`config.mk`:
```
export PLATFORM = sky130hd
export DESIGN_NAME = tga_image_stream_decoder
export DESIGN_NICKNAME = d
export VERILOG_FILES = /design/src/rtl/tga_pkg.sv /design/src/rtl/tga_image_stream_decoder.sv /design/src/rtl/tga_front.sv /design/src/rtl/tga_queue.sv /design/src/rtl/tga_back.sv
export SDC_FILE = /design/constraint.sdc
export NUM_CORES = 2
export LEC_CHECK = 0
export ABC_AREA = 1
export BUFFER_PORTS_ARGS = -buffer_cell sky130_fd_sc_hd__buf_4
export CORE_AREA = 5 5 384 386
export CTS_BUF_LIST = sky130_fd_sc_hd__clkbuf_8
export DETAILED_ROUTE_END_ITERATION = 8
export DIE_AREA = 0 0 389 391
export GPL_ROUTABILITY_DRIVEN = 0
export PLACE_DENSITY = 0.54
export SYNTH_ARGS = -nofsm -noshare
export SYNTH_HDL_FRONTEND = slang
export SYNTH_SLANG_ARGS = --single-unit
export TNS_END_PERCENT = 5
```
`constraint.sdc`:
```
create_clock -name clk -period 9.2 [get_ports clk]
set_input_delay 1.38 -clock clk [delete_from_list [all_inputs] [get_ports clk]]
set_output_delay 1.38 -clock clk [all_outputs]
set_load 0.02 [all_outputs]
```
`src/rtl/tga_pkg.sv`:
```
// ----------------------------------------------------------------------------
// tga_pkg
// Shared types and constants of the TGA stream decoder.
// ----------------------------------------------------------------------------
package tga_pkg;

	localparam int unsigned TGA_QUEUE_DEPTH = 4;
	localparam int unsigned RUN_W = 8;

	localparam logic [2:0] STAT_HDR_OK      = 3'd0;
	localparam logic [2:0] STAT_RUN         = 3'd1;
	localparam logic [2:0] STAT_COMPLETE    = 3'd2;
	localparam logic [2:0] STAT_PARTIAL     = 3'd3;
	localparam logic [2:0] STAT_UNSUPPORTED = 3'd4;
	localparam logic [2:0] STAT_TRUNCATED   = 3'd5;

	localparam logic [7:0] IMG_TRUE_COLOUR     = 8'd2;
	localparam logic [7:0] IMG_GREY            = 8'd3;
	localparam logic [7:0] IMG_RLE_TRUE_COLOUR = 8'd10;

	localparam logic [7:0] DEPTH_MIN = 8'd8;
	localparam logic [7:0] DEPTH_MAX = 8'd32;

	localparam logic [4:0] HP_TYPE      = 5'd2;
	localparam logic [4:0] HP_WIDTH_LO  = 5'd12;
	localparam logic [4:0] HP_WIDTH_HI  = 5'd13;
	localparam logic [4:0] HP_HEIGHT_LO = 5'd14;
	localparam logic [4:0] HP_HEIGHT_HI = 5'd15;
	localparam logic [4:0] HP_DEPTH     = 5'd16;
	localparam logic [4:0] HP_DESC      = 5'd17;

	localparam int unsigned PKT_REPEAT_BIT = 7;
	localparam int unsigned DESC_TOP_BIT   = 5;

	typedef struct packed {
		logic [7:0] data_byte;
		logic       last_byte;
	} tga_byte_req_t;

	typedef struct packed {
		logic [2:0]       status;
		logic [31:0]      pixel_value;
		logic [RUN_W-1:0] run_count;
		logic [15:0]      start_column;
		logic [15:0]      start_row;
		logic [7:0]       image_type;
		logic [7:0]       bits_per_pixel;
		logic [15:0]      image_width;
		logic [15:0]      image_height;
	} tga_result_req_t;

	// classified request, position still to be filled in
	typedef struct packed {
		logic [2:0]       status;
		logic [31:0]      pixel;
		logic [RUN_W-1:0] run;
		logic [7:0]       img_type;
		logic [7:0]       depth;
		logic [15:0]      width;
		logic [15:0]      height;
		logic             flip;
	} tga_item_t;

	typedef struct packed {
		logic      v0;
		logic      v1;
		tga_item_t i0;
		tga_item_t i1;
	} tga_push_t;

	typedef struct packed {
		logic      valid;
		tga_item_t item;
	} tga_head_t;

endpackage

```
`src/rtl/tga_image_stream_decoder.sv`:
```
// ----------------------------------------------------------------------------
// tga_image_stream_decoder
// TGA file to pixel-run stream decoder, one file byte per request.
// ----------------------------------------------------------------------------
// Takes one file byte per cycle while file_stall is low and returns status and
// pixel-run requests, at most one per cycle, through the request queue and the
// output register. A parser front end reads the 18-byte header, unpacks raw or
// RLE pixels and counts down the pixels owed; it feeds a QUEUE_DEPTH-entry
// request queue and stalls the byte side whenever fewer than two entries are
// free. The back end stamps each run with its column and destination row from
// a single add-and-compare per run, except for a repeat run that wraps more
// than one row (images narrower than 128 columns): that run occupies the back
// end's bit-serial width divider, and no new request is taken until it is done.
// The queue absorbs an isolated one; a stream of such runs stalls the byte side.
// Raw images and literal RLE packets sustain one byte per cycle without stalls.
module tga_image_stream_decoder import tga_pkg::*; #(
	parameter int unsigned QUEUE_DEPTH = TGA_QUEUE_DEPTH
) (
	input  logic            clk,
	input  logic            arst_n,
	input  logic            file_valid,
	output logic            file_stall,
	input  tga_byte_req_t   file_req,
	output logic            result_valid,
	input  logic            result_stall,
	output tga_result_req_t result_req
);

	tga_push_t push;
	tga_head_t head;
	logic      room;
	logic      pop;

	tga_front u_front (
		.clk        (clk),
		.arst_n     (arst_n),
		.file_valid (file_valid),
		.file_stall (file_stall),
		.file_req   (file_req),
		.room       (room),
		.push       (push)
	);

	tga_queue #(
		.DEPTH (QUEUE_DEPTH)
	) u_queue (
		.clk    (clk),
		.arst_n (arst_n),
		.push   (push),
		.pop    (pop),
		.head   (head),
		.room   (room)
	);

	tga_back u_back (
		.clk          (clk),
		.arst_n       (arst_n),
		.head         (head),
		.pop          (pop),
		.result_valid (result_valid),
		.result_stall (result_stall),
		.result_req   (result_req)
	);

endmodule

```
`src/rtl/tga_front.sv`:
```
// ----------------------------------------------------------------------------
// tga_front
// Byte parser: header capture, RLE packet decode, pixel assembly, pixel
// budget and status classification. Pushes up to two requests per byte.
// ----------------------------------------------------------------------------
module tga_front import tga_pkg::*; (
	input  logic          clk,
	input  logic          arst_n,
	input  logic          file_valid,
	output logic          file_stall,
	input  tga_byte_req_t file_req,
	input  logic          room,
	output tga_push_t     push
);

	typedef enum logic [3:0] {
		PH_HEADER = 4'b0001,
		PH_PACKET = 4'b0010,
		PH_PIXEL  = 4'b0100,
		PH_DONE   = 4'b1000
	} tga_phase_t;

	tga_phase_t  phase_q, phase_d, phase_n;
	logic [4:0]  hpos_q, hpos_d, hpos_n;
	logic [7:0]  type_q, type_d;
	logic [7:0]  depth_q, depth_d;
	logic [15:0] width_q, width_d;
	logic [15:0] height_q, height_d;
	logic        flip_q, flip_d;
	logic [RUN_W-1:0] pkt_left_q, pkt_left_d, pkt_left_dec;
	logic        pkt_rep_q, pkt_rep_d;
	logic [1:0]  comp_q, comp_d, comp_n, comp_inc;
	logic [31:0] asm_q, asm_d, asm_n, asm_add, pix_sw;
	logic [31:0] total_q;
	logic [31:0] remain_q, remain_d, remain_run;

	logic            accept;
	logic [7:0]      b;
	logic            hdr_end, hdr_bad, hdr_empty, is_rle;
	logic [2:0]      mode;
	logic            pix_done, rep_run, clip;
	logic [RUN_W-1:0] run_n;
	logic            a_v, b_v, l_v;
	logic [2:0]      a_st, l_st;
	logic [31:0]     a_pix;
	logic [RUN_W-1:0] a_run;
	tga_item_t       base;

	assign file_stall = !room;
	assign accept     = file_valid && room;
	assign b          = file_req.data_byte;

	// header register capture
	always_comb begin
		type_d   = type_q;
		depth_d  = depth_q;
		width_d  = width_q;
		height_d = height_q;
		flip_d   = flip_q;
		if (phase_q == PH_HEADER) begin
			case (hpos_q)
				HP_TYPE:      type_d = b;
				HP_WIDTH_LO:  width_d = {width_q[15:8], b};
				HP_WIDTH_HI:  width_d = {b, width_q[7:0]};
				HP_HEIGHT_LO: height_d = {height_q[15:8], b};
				HP_HEIGHT_HI: height_d = {b, height_q[7:0]};
				HP_DEPTH:     depth_d = b;
				HP_DESC:      flip_d = !b[DESC_TOP_BIT];
				default: ;
			endcase
		end
	end

	assign hdr_end   = (hpos_q == HP_DESC);
	assign hdr_bad   = !(type_q == IMG_TRUE_COLOUR || type_q == IMG_GREY ||
		type_q == IMG_RLE_TRUE_COLOUR) || depth_q < DEPTH_MIN || depth_q > DEPTH_MAX;
	assign hdr_empty = (width_q == 16'd0) || (height_q == 16'd0);
	assign is_rle    = (type_q == IMG_RLE_TRUE_COLOUR);

	// pixel assembly
	assign mode     = depth_q[5:3];
	assign comp_inc = comp_q + 2'd1;
	assign pix_done = ({1'b0, comp_inc} >= mode) || (comp_inc == 2'd0);
	assign asm_add  = {24'd0, b} << {comp_q, 3'b000};
	assign asm_d    = asm_q | asm_add;
	assign pix_sw   = (mode >= 3'd3) ?
		{asm_d[31:24], asm_d[7:0], asm_d[15:8], asm_d[23:16]} : asm_d;

	// run length, clipped to the pixels still owed
	assign rep_run      = is_rle && pkt_rep_q;
	assign clip         = remain_q < 32'(pkt_left_q);
	assign run_n        = rep_run ? (clip ? remain_q[RUN_W-1:0] : pkt_left_q) :
		RUN_W'(1);
	assign remain_run   = remain_q - 32'(run_n);
	assign pkt_left_dec = pkt_left_q - RUN_W'(1);

	always_comb begin
		phase_d    = phase_q;
		hpos_d     = hpos_q;
		comp_d     = comp_q;
		asm_n      = asm_q;
		pkt_left_d = pkt_left_q;
		pkt_rep_d  = pkt_rep_q;
		remain_d   = remain_q;
		a_v        = 1'b0;
		a_st       = STAT_HDR_OK;
		a_pix      = 32'd0;
		a_run      = '0;
		b_v        = 1'b0;
		case (phase_q)
			PH_HEADER: begin
				if (hdr_end) begin
					hpos_d     = 5'd0;
					comp_d     = 2'd0;
					asm_n      = 32'd0;
					pkt_left_d = '0;
					pkt_rep_d  = 1'b0;
					remain_d   = total_q;
					a_v        = 1'b1;
					if (hdr_bad) begin
						a_st    = STAT_UNSUPPORTED;
						phase_d = PH_DONE;
					end else if (hdr_empty) begin
						b_v     = 1'b1;
						phase_d = PH_DONE;
					end else begin
						phase_d = is_rle ? PH_PACKET : PH_PIXEL;
					end
				end else begin
					hpos_d = hpos_q + 5'd1;
				end
			end
			PH_PACKET: begin
				pkt_rep_d  = b[PKT_REPEAT_BIT];
				pkt_left_d = {1'b0, b[6:0]} + RUN_W'(1);
				comp_d     = 2'd0;
				asm_n      = 32'd0;
				phase_d    = PH_PIXEL;
			end
			PH_PIXEL: begin
				comp_d = comp_inc;
				asm_n  = asm_d;
				if (pix_done) begin
					comp_d   = 2'd0;
					asm_n    = 32'd0;
					a_v      = 1'b1;
					a_st     = STAT_RUN;
					a_pix    = pix_sw;
					a_run    = run_n;
					remain_d = remain_run;
					if (rep_run) begin
						pkt_left_d = '0;
						phase_d    = PH_PACKET;
					end else if (is_rle) begin
						pkt_left_d = pkt_left_dec;
						phase_d    = (pkt_left_dec != '0) ? PH_PIXEL : PH_PACKET;
					end
					if (remain_run == 32'd0) begin
						b_v     = 1'b1;
						phase_d = PH_DONE;
					end
				end
			end
			PH_DONE: ;
			default: phase_d = PH_HEADER;
		endcase
	end

	// end of file
	always_comb begin
		phase_n = phase_d;
		hpos_n  = hpos_d;
		comp_n  = comp_d;
		l_v     = 1'b0;
		l_st    = STAT_TRUNCATED;
		if (file_req.last_byte) begin
			if (phase_d == PH_HEADER) begin
				l_v = 1'b1;
			end else if (phase_d == PH_PACKET || phase_d == PH_PIXEL) begin
				l_v  = 1'b1;
				l_st = (type_d == IMG_RLE_TRUE_COLOUR) ? STAT_PARTIAL : STAT_TRUNCATED;
			end
			phase_n = PH_HEADER;
			hpos_n  = 5'd0;
			comp_n  = 2'd0;
		end
	end

	always_comb begin
		base.status   = STAT_HDR_OK;
		base.pixel    = 32'd0;
		base.run      = '0;
		base.img_type = type_d;
		base.depth    = depth_d;
		base.width    = width_d;
		base.height   = height_d;
		base.flip     = flip_d;
		push.i0       = base;
		push.i1       = base;
		if (a_v) begin
			push.i0.status = a_st;
			push.i0.pixel  = a_pix;
			push.i0.run    = a_run;
			push.i1.status = b_v ? STAT_COMPLETE : l_st;
			push.v0        = accept;
			push.v1        = accept && (b_v || l_v);
		end else begin
			push.i0.status = l_st;
			push.v0        = accept && l_v;
			push.v1        = 1'b0;
		end
	end

	always_ff @(posedge clk or negedge arst_n) begin
		if (!arst_n) begin
			phase_q    <= PH_HEADER;
			hpos_q     <= 5'd0;
			type_q     <= 8'd0;
			depth_q    <= 8'd0;
			width_q    <= 16'd0;
			height_q   <= 16'd0;
			flip_q     <= 1'b0;
			pkt_left_q <= '0;
			pkt_rep_q  <= 1'b0;
			comp_q     <= 2'd0;
			asm_q      <= 32'd0;
			total_q    <= 32'd0;
			remain_q   <= 32'd0;
		end else if (accept) begin
			phase_q    <= phase_n;
			hpos_q     <= hpos_n;
			type_q     <= type_d;
			depth_q    <= depth_d;
			width_q    <= width_d;
			height_q   <= height_d;
			flip_q     <= flip_d;
			pkt_left_q <= pkt_left_d;
			pkt_rep_q  <= pkt_rep_d;
			comp_q     <= comp_n;
			asm_q      <= file_req.last_byte ? 32'd0 : asm_n;
			remain_q   <= remain_d;
			if (phase_q == PH_HEADER && hpos_q == HP_DEPTH) begin
				total_q <= 32'(width_q) * 32'(height_q);
			end
		end
	end

endmodule

```
`src/rtl/tga_queue.sv`:
```
// ----------------------------------------------------------------------------
// tga_queue
// Short request queue between parser and position unit. Takes up to two
// requests per cycle, hands out one.
// ----------------------------------------------------------------------------
module tga_queue import tga_pkg::*; #(
	parameter int unsigned DEPTH = TGA_QUEUE_DEPTH
) (
	input  logic      clk,
	input  logic      arst_n,
	input  tga_push_t push,
	input  logic      pop,
	output tga_head_t head,
	output logic      room
);

	localparam int unsigned PTR_W = $clog2(DEPTH);
	localparam logic [PTR_W:0] ROOM_MAX = (PTR_W + 1)'(DEPTH - 2);

	tga_item_t        entry_q [DEPTH];
	logic [PTR_W-1:0] wr_q, rd_q, wr_nx;
	logic [PTR_W:0]   cnt_q;

	assign wr_nx      = wr_q + PTR_W'(1);
	assign head.valid = (cnt_q != '0);
	assign head.item  = entry_q[rd_q];
	assign room       = (cnt_q <= ROOM_MAX);

	always_ff @(posedge clk) begin
		if (push.v0) begin
			entry_q[wr_q] <= push.i0;
		end
		if (push.v1) begin
			entry_q[wr_nx] <= push.i1;
		end
	end

	always_ff @(posedge clk or negedge arst_n) begin
		if (!arst_n) begin
			wr_q  <= '0;
			rd_q  <= '0;
			cnt_q <= '0;
		end else begin
			wr_q  <= wr_q + PTR_W'(push.v0) + PTR_W'(push.v1);
			rd_q  <= rd_q + PTR_W'(pop);
			cnt_q <= cnt_q + (PTR_W + 1)'(push.v0) + (PTR_W + 1)'(push.v1) -
				(PTR_W + 1)'(pop);
		end
	end

endmodule

```
`src/rtl/tga_back.sv`:
```
// ----------------------------------------------------------------------------
// tga_back
// Position unit and output register. Stamps each pixel run with its start
// column and destination row, then advances the position. Runs that wrap
// more than one row go through a bit-serial divider by the image width.
// ----------------------------------------------------------------------------
module tga_back import tga_pkg::*; (
	input  logic            clk,
	input  logic            arst_n,
	input  tga_head_t       head,
	output logic            pop,
	output logic            result_valid,
	input  logic            result_stall,
	output tga_result_req_t result_req
);

	localparam int unsigned CNT_W = $clog2(RUN_W);
	localparam logic [CNT_W-1:0] DIV_LAST = CNT_W'(RUN_W - 1);

	typedef enum logic [1:0] {
		BK_IDLE = 2'b01,
		BK_DIV  = 2'b10
	} tga_back_state_t;

	tga_back_state_t state_q;
	logic            out_v_q;
	tga_result_req_t out_q, res_d;
	logic [15:0]     col_q, row_q;
	logic [CNT_W-1:0] cnt_q;
	logic [RUN_W-1:0] num_q, den_q, rem_q, quo_q, rem_nx, quo_nx;
	logic [RUN_W:0]   cand, cand_sub;
	logic             ge;
	logic [16:0]      pos, wid, pos_wrap;
	logic             is_run, fast0, fast1;

	assign result_valid = out_v_q;
	assign result_req   = out_q;
	assign pop = head.valid && (state_q == BK_IDLE) && (!out_v_q || !result_stall);

	assign is_run   = (head.item.status == STAT_RUN);
	assign pos      = {1'b0, col_q} + 17'(head.item.run);
	assign wid      = {1'b0, head.item.width};
	assign pos_wrap = pos - wid;
	assign fast0    = pos < wid;
	assign fast1    = pos_wrap < wid;

	assign cand     = {rem_q, num_q[RUN_W-1]};
	assign ge       = cand >= {1'b0, den_q};
	assign cand_sub = cand - {1'b0, den_q};
	assign rem_nx   = ge ? cand_sub[RUN_W-1:0] : cand[RUN_W-1:0];
	assign quo_nx   = {quo_q[RUN_W-2:0], ge};

	always_comb begin
		res_d.status         = head.item.status;
		res_d.pixel_value    = head.item.pixel;
		res_d.run_count      = head.item.run;
		res_d.image_type     = head.item.img_type;
		res_d.bits_per_pixel = head.item.depth;
		res_d.image_width    = head.item.width;
		res_d.image_height   = head.item.height;
		res_d.start_column   = 16'd0;
		res_d.start_row      = 16'd0;
		if (is_run) begin
			res_d.start_column = col_q;
			res_d.start_row    = head.item.flip ? (head.item.height - 16'd1 - row_q) : row_q;
		end
	end

	always_ff @(posedge clk) begin
		if (pop) begin
			out_q <= res_d;
		end
		if (state_q == BK_IDLE) begin
			num_q <= pos[RUN_W-1:0];
			den_q <= head.item.width[RUN_W-1:0];
			rem_q <= '0;
			quo_q <= '0;
		end else begin
			num_q <= {num_q[RUN_W-2:0], 1'b0};
			rem_q <= rem_nx;
			quo_q <= quo_nx;
		end
	end

	always_ff @(posedge clk or negedge arst_n) begin
		if (!arst_n) begin
			state_q <= BK_IDLE;
			out_v_q <= 1'b0;
			col_q   <= 16'd0;
			row_q   <= 16'd0;
			cnt_q   <= '0;
		end else begin
			if (pop) begin
				out_v_q <= 1'b1;
			end else if (!result_stall) begin
				out_v_q <= 1'b0;
			end
			case (state_q)
				BK_IDLE: begin
					cnt_q <= '0;
					if (pop && head.item.status == STAT_HDR_OK) begin
						col_q <= 16'd0;
						row_q <= 16'd0;
					end else if (pop && is_run) begin
						if (fast0) begin
							col_q <= pos[15:0];
						end else if (fast1) begin
							col_q <= pos_wrap[15:0];
							row_q <= row_q + 16'd1;
						end else begin
							state_q <= BK_DIV;
						end
					end
				end
				BK_DIV: begin
					cnt_q <= cnt_q + CNT_W'(1);
					if (cnt_q == DIV_LAST) begin
						row_q   <= row_q + 16'(quo_nx);
						col_q   <= 16'(rem_nx);
						state_q <= BK_IDLE;
					end
				end
				default: state_q <= BK_IDLE;
			endcase
		end
	end

endmodule

```
==> summary.md <==
| Metric | Value |
|---|---|
| Vert. Die Dim | `391 um` |
| Max-slew headroom | `between 20 and 25%` |
| Max Fclk | `~0.13 GHz` |
| CTS tree | `built` |
| Logic gate share of total power | `between 50% and 60%` |
| Row cnt | `between 100 and 150` |
| Number of synthesized register bits | `between 700 and 800` |
| CP delay by family, top | `simple AND/OR/NAND/NOR gates` |
| Fin cells | `~7600` |
| CP Max Fanout | `60` |
| Die area | `between 150000 and 200000 um2` |
| Clk pwr share | `a little under a fifth` |
| Drt first pass iters | `8` |
| Max Transition Viols Final | `0` |
| Post-cts sizing count | `0` |
| Worst vdd ir | `0.2672 mV` |
| Global-route wire length before repair | `210.1 mm` |
| Worst hold path depth | `2` |
| DRT iter0 DRCs | `3170` |
| Clk_skew | `roughly 46 ps` |
| Area of the multi-input gates | `about 22000 um2` |
| Min Tclk post-route | `about 7600 ps` |
| Number of max-cap violations | `0` |
| # setup viols final | `0` |
| Cell Int Power | `~9.2 mW` |
| GRT overflow | `0` |
| Layout Nets | `between 6000 and 7000` |
| RSZ-0062 raised after global routing | `no` |
| Final Cell Area | `~50000 um2` |
| Initial antenna violation count | `4` |
| Die width | `between 300 and 400 um` |
| Detailed Route WL | `roughly 130 mm` |
| R2R depth | `30` |
| R2R Path Start | `u_front.pkt_left_q[1]` |
| Largest net degree at the start of global routing | `95` |
| Power Density | `approximately 340 nW/um2` |
| WP data required | `9740 ps` |
| Clk slew on worst S/H paths | `60 ps` |
| CTS root buf | `clkbuf_8` |
| Yosys warnings | `0` |
| Avg Cell Area, Syn | `8.217 um2` |
| CP peak stage delay | `around 900 ps` |
| Ys flop type | `edfxtp_1` |
| Worst path bufs/invs | `4` |
| Core region area | `~140000 um2` |
| Sum of negative setup slack | `0 ps` |
| Hold EP | `u_back.num_q[1]` |
| Hold crit path type | `flip-flop to flip-flop` |
| WL/cell | `17.63 um` |
| H-tree Lvls | `4` |
| Vias in the first global route | `36530` |
| Fin. Hold Viols | `0` |
| Fillers | `roughly 15000` |
| Cells after synthesis | `between 5000 and 6000` |
| Max Root-Sink Buffers | `3` |
| Min-delay src | `u_back.num_q[0]` |
| Leakage | `around 23 nW` |
| Cell mode on critical path | `nand2_1` |
| Fin crit share | `between 80% and 90%` |
| I/O Buffers | `137` |
| Routed vias/inst | `4.917` |
| Status | `finished clean` |
| NetSw | `between 7 and 8 mW` |
| Most frequent cells in the layout | `nand2_1, inv_1, nor2_1` |
| R2R setup slack | `1650 ps` |
| Cell Area, Synth | `45510 um2` |
| HPWL after detailed placement | `91.83 mm` |
| Post-CTS setup buffer count | `0` |
| Reg area | `around 19000 um2` |
| CTS Hold Bufs | `0` |
| Routed Antenna Nets | `0` |
| Flop pwr share | `between 30% and 40%` |
| Clock sinks | `between 700 and 800` |
| Net Count, Synth | `just under 6000` |
| Placed Cells | `about 7300` |
| Cell variety after synth | `between 60 and 70` |
| Area grow syn2layout | `12.02%` |
| Crit path launch type | `flip-flop` |
| RR Endpoint | `u_queue.entry_q[0][20]` |
| Seq/Total Area, Yosys | `41.97%` |
| Number of flops mapped to enable cells by yosys | `about 340` |
| Worst Tran Pin Value | `~1200 ps` |
| Latest clock arrival within the worst-skew pair | `840 ps` |
| WS Path Type | `flip-flop to flip-flop` |
| Total CTS buffers | `between 100 and 150` |
| Layout cells sized above 1 | `approximately 8.5%` |
| Commonest non-fill, non-tap cell in the layout | `nand2_1` |
| Asr flop ratio synth | `around 29%` |
| Switching share of total power | `around 47%` |
| Total number of vias | `~37000` |
| Tot Pwr | `approximately 17 mW` |
| Placed Area | `48170 um2` |
| GRT Util Overall | `roughly 17%` |
| Crit path capture type | `flip-flop` |
| Util after Layout | `between 30 and 40%` |
| Critical path's slowest cell | `inv_2` |
| WP data arrival | `just over 8000 ps` |
| # DRC | `0` |
| I/O pins | `138` |
| Starting Density | `a little under a third` |
## synthesized netlist by cell type, drive strengths merged (2+ instances only)
| cell | n | share of area (%) |
|---|---|---|
| dfrtp | 208 | 11 |
| ha | 209 | 5.7 |
| o21a | 15 | 0.25 |
| a211oi | 32 | 0.53 |
| o21ai | 414 | 4.6 |
| o32ai | 2 | 0.038 |
| o21bai | 8 | 0.13 |
| nor2 | 714 | 6.0 |
| a21boi | 3 | 0.049 |
| nand3 | 235 | 2.6 |
| clkbuf | 190 | 1.6 |
| dfstp | 2 | 0.12 |
| a31oi | 15 | 0.21 |
| a21oi | 298 | 3.3 |
| a21o | 9 | 0.15 |
| clkinv | 8 | 0.077 |
| nor4 | 13 | 0.18 |
| fa | 203 | 8.9 |
| nor4b | 2 | 0.038 |
| nor3 | 39 | 0.48 |
| nand4 | 45 | 0.65 |
| o221ai | 2 | 0.038 |
| o22ai | 123 | 1.7 |
| a22oi | 10 | 0.16 |
| o31ai | 25 | 0.41 |
| o2111ai | 2 | 0.038 |
| edfxtp | 339 | 22 |
| or2 | 14 | 0.19 |
| xor2 | 61 | 1.2 |
| inv | 829 | 6.8 |
| buf | 89 | 1.0 |
| a32oi | 18 | 0.35 |
| xnor2 | 22 | 0.42 |
| nand3b | 24 | 0.40 |
| o211ai | 15 | 0.26 |
| nand2 | 1111 | 9.3 |
| dfxtp | 183 | 8.0 |
## cell families after synthesis
logic type,synth area share (%)
muxes,0.02199
adders and majority gates,14.67
AOI/OAI and AO/OA,12.33
DFF,41.97
buffers and inverters,9.528
xor gates and xnor gates,1.597
and+or+nand+nor,19.88
## per-stage QoR
step	hold WS [ps]	setup WS, ps
floorplan	396.0	774.2
detailed placement	407.3	1714
finish	422.8	1645
global route	445.7	836.7
CTS	421.5	1698
global placement	403.5	1860
## registers in the layout, summed over array words and instances (netlist names), 16 cells and up
register           cells
u_back.result_req    123
u_front.total_q       32
u_front.remain_q      32
u_back.col_q          16
u_queue.entry_q      368
u_front.width_q       16
u_front.asm_q         32
u_front.height_q      16
u_back.row_q          16
## worst min-delay path: stages, from the launching register on
cell and delay (ps):
dfxtp_1 310, nand2_1 50, nand2_1 40
## worst max-delay path by stage
stage	start	to	slack, ps	depth (start not counted)
after global routing	u_front.type_q[2]	u_queue.entry_q[0][34]	840	27
after detailed placement	u_front.pkt_left_q[1]	u_queue.entry_q[0][20]	1710	30
after global placement	u_front.type_q[2]	u_queue.entry_q[0][13]	1860	28
after CTS	u_front.type_q[2]	u_queue.entry_q[0][48]	1700	27
after floorplan	result_stall	u_queue.cnt_q[2]	770	8
final	u_front.pkt_left_q[1]	u_queue.entry_q[0][20]	1650	30
## per-layer routing
| layer | global-route usage (%) | vias up | wire, um |
|---|---|---|---|
| li1 | - | 18050 | - |
| met1 | 23.72 | 17960 | 60400 |
| met2 | 28.16 | 1109 | 61500 |
| met3 | 2.877 | 213 | 8113 |
| met4 | 5.656 | 0 | 3820 |
| met5 | 0 | - | 0 |
## layout make-up
type | count | share of cell area, %
multi-input cells | 3691 | 43.39
clock buffers | 152 | 4.103
repair buffers | 186 | 2.753
flip-flops and latches | 732 | 37.47
clock inverters | 91 | 1.416
diodes | 1 | 0.004908
well taps | 1903 | 4.670
inverters | 837 | 6.187
## power groups by stage
stage | sequential, mW | clock, mW | combinational (mW)
CTS | 5.22 | 3.37 | 8.68
global route | 5.32 | 3.51 | 9.72
detailed placement | 5.27 | 0 | 8.63
floorplan | 5.27 | 0 | 5.76
finish | 5.22 | 3.28 | 8.63
global placement | 5.26 | 0 | 8.53
Power figures use the tool's default switching activity.
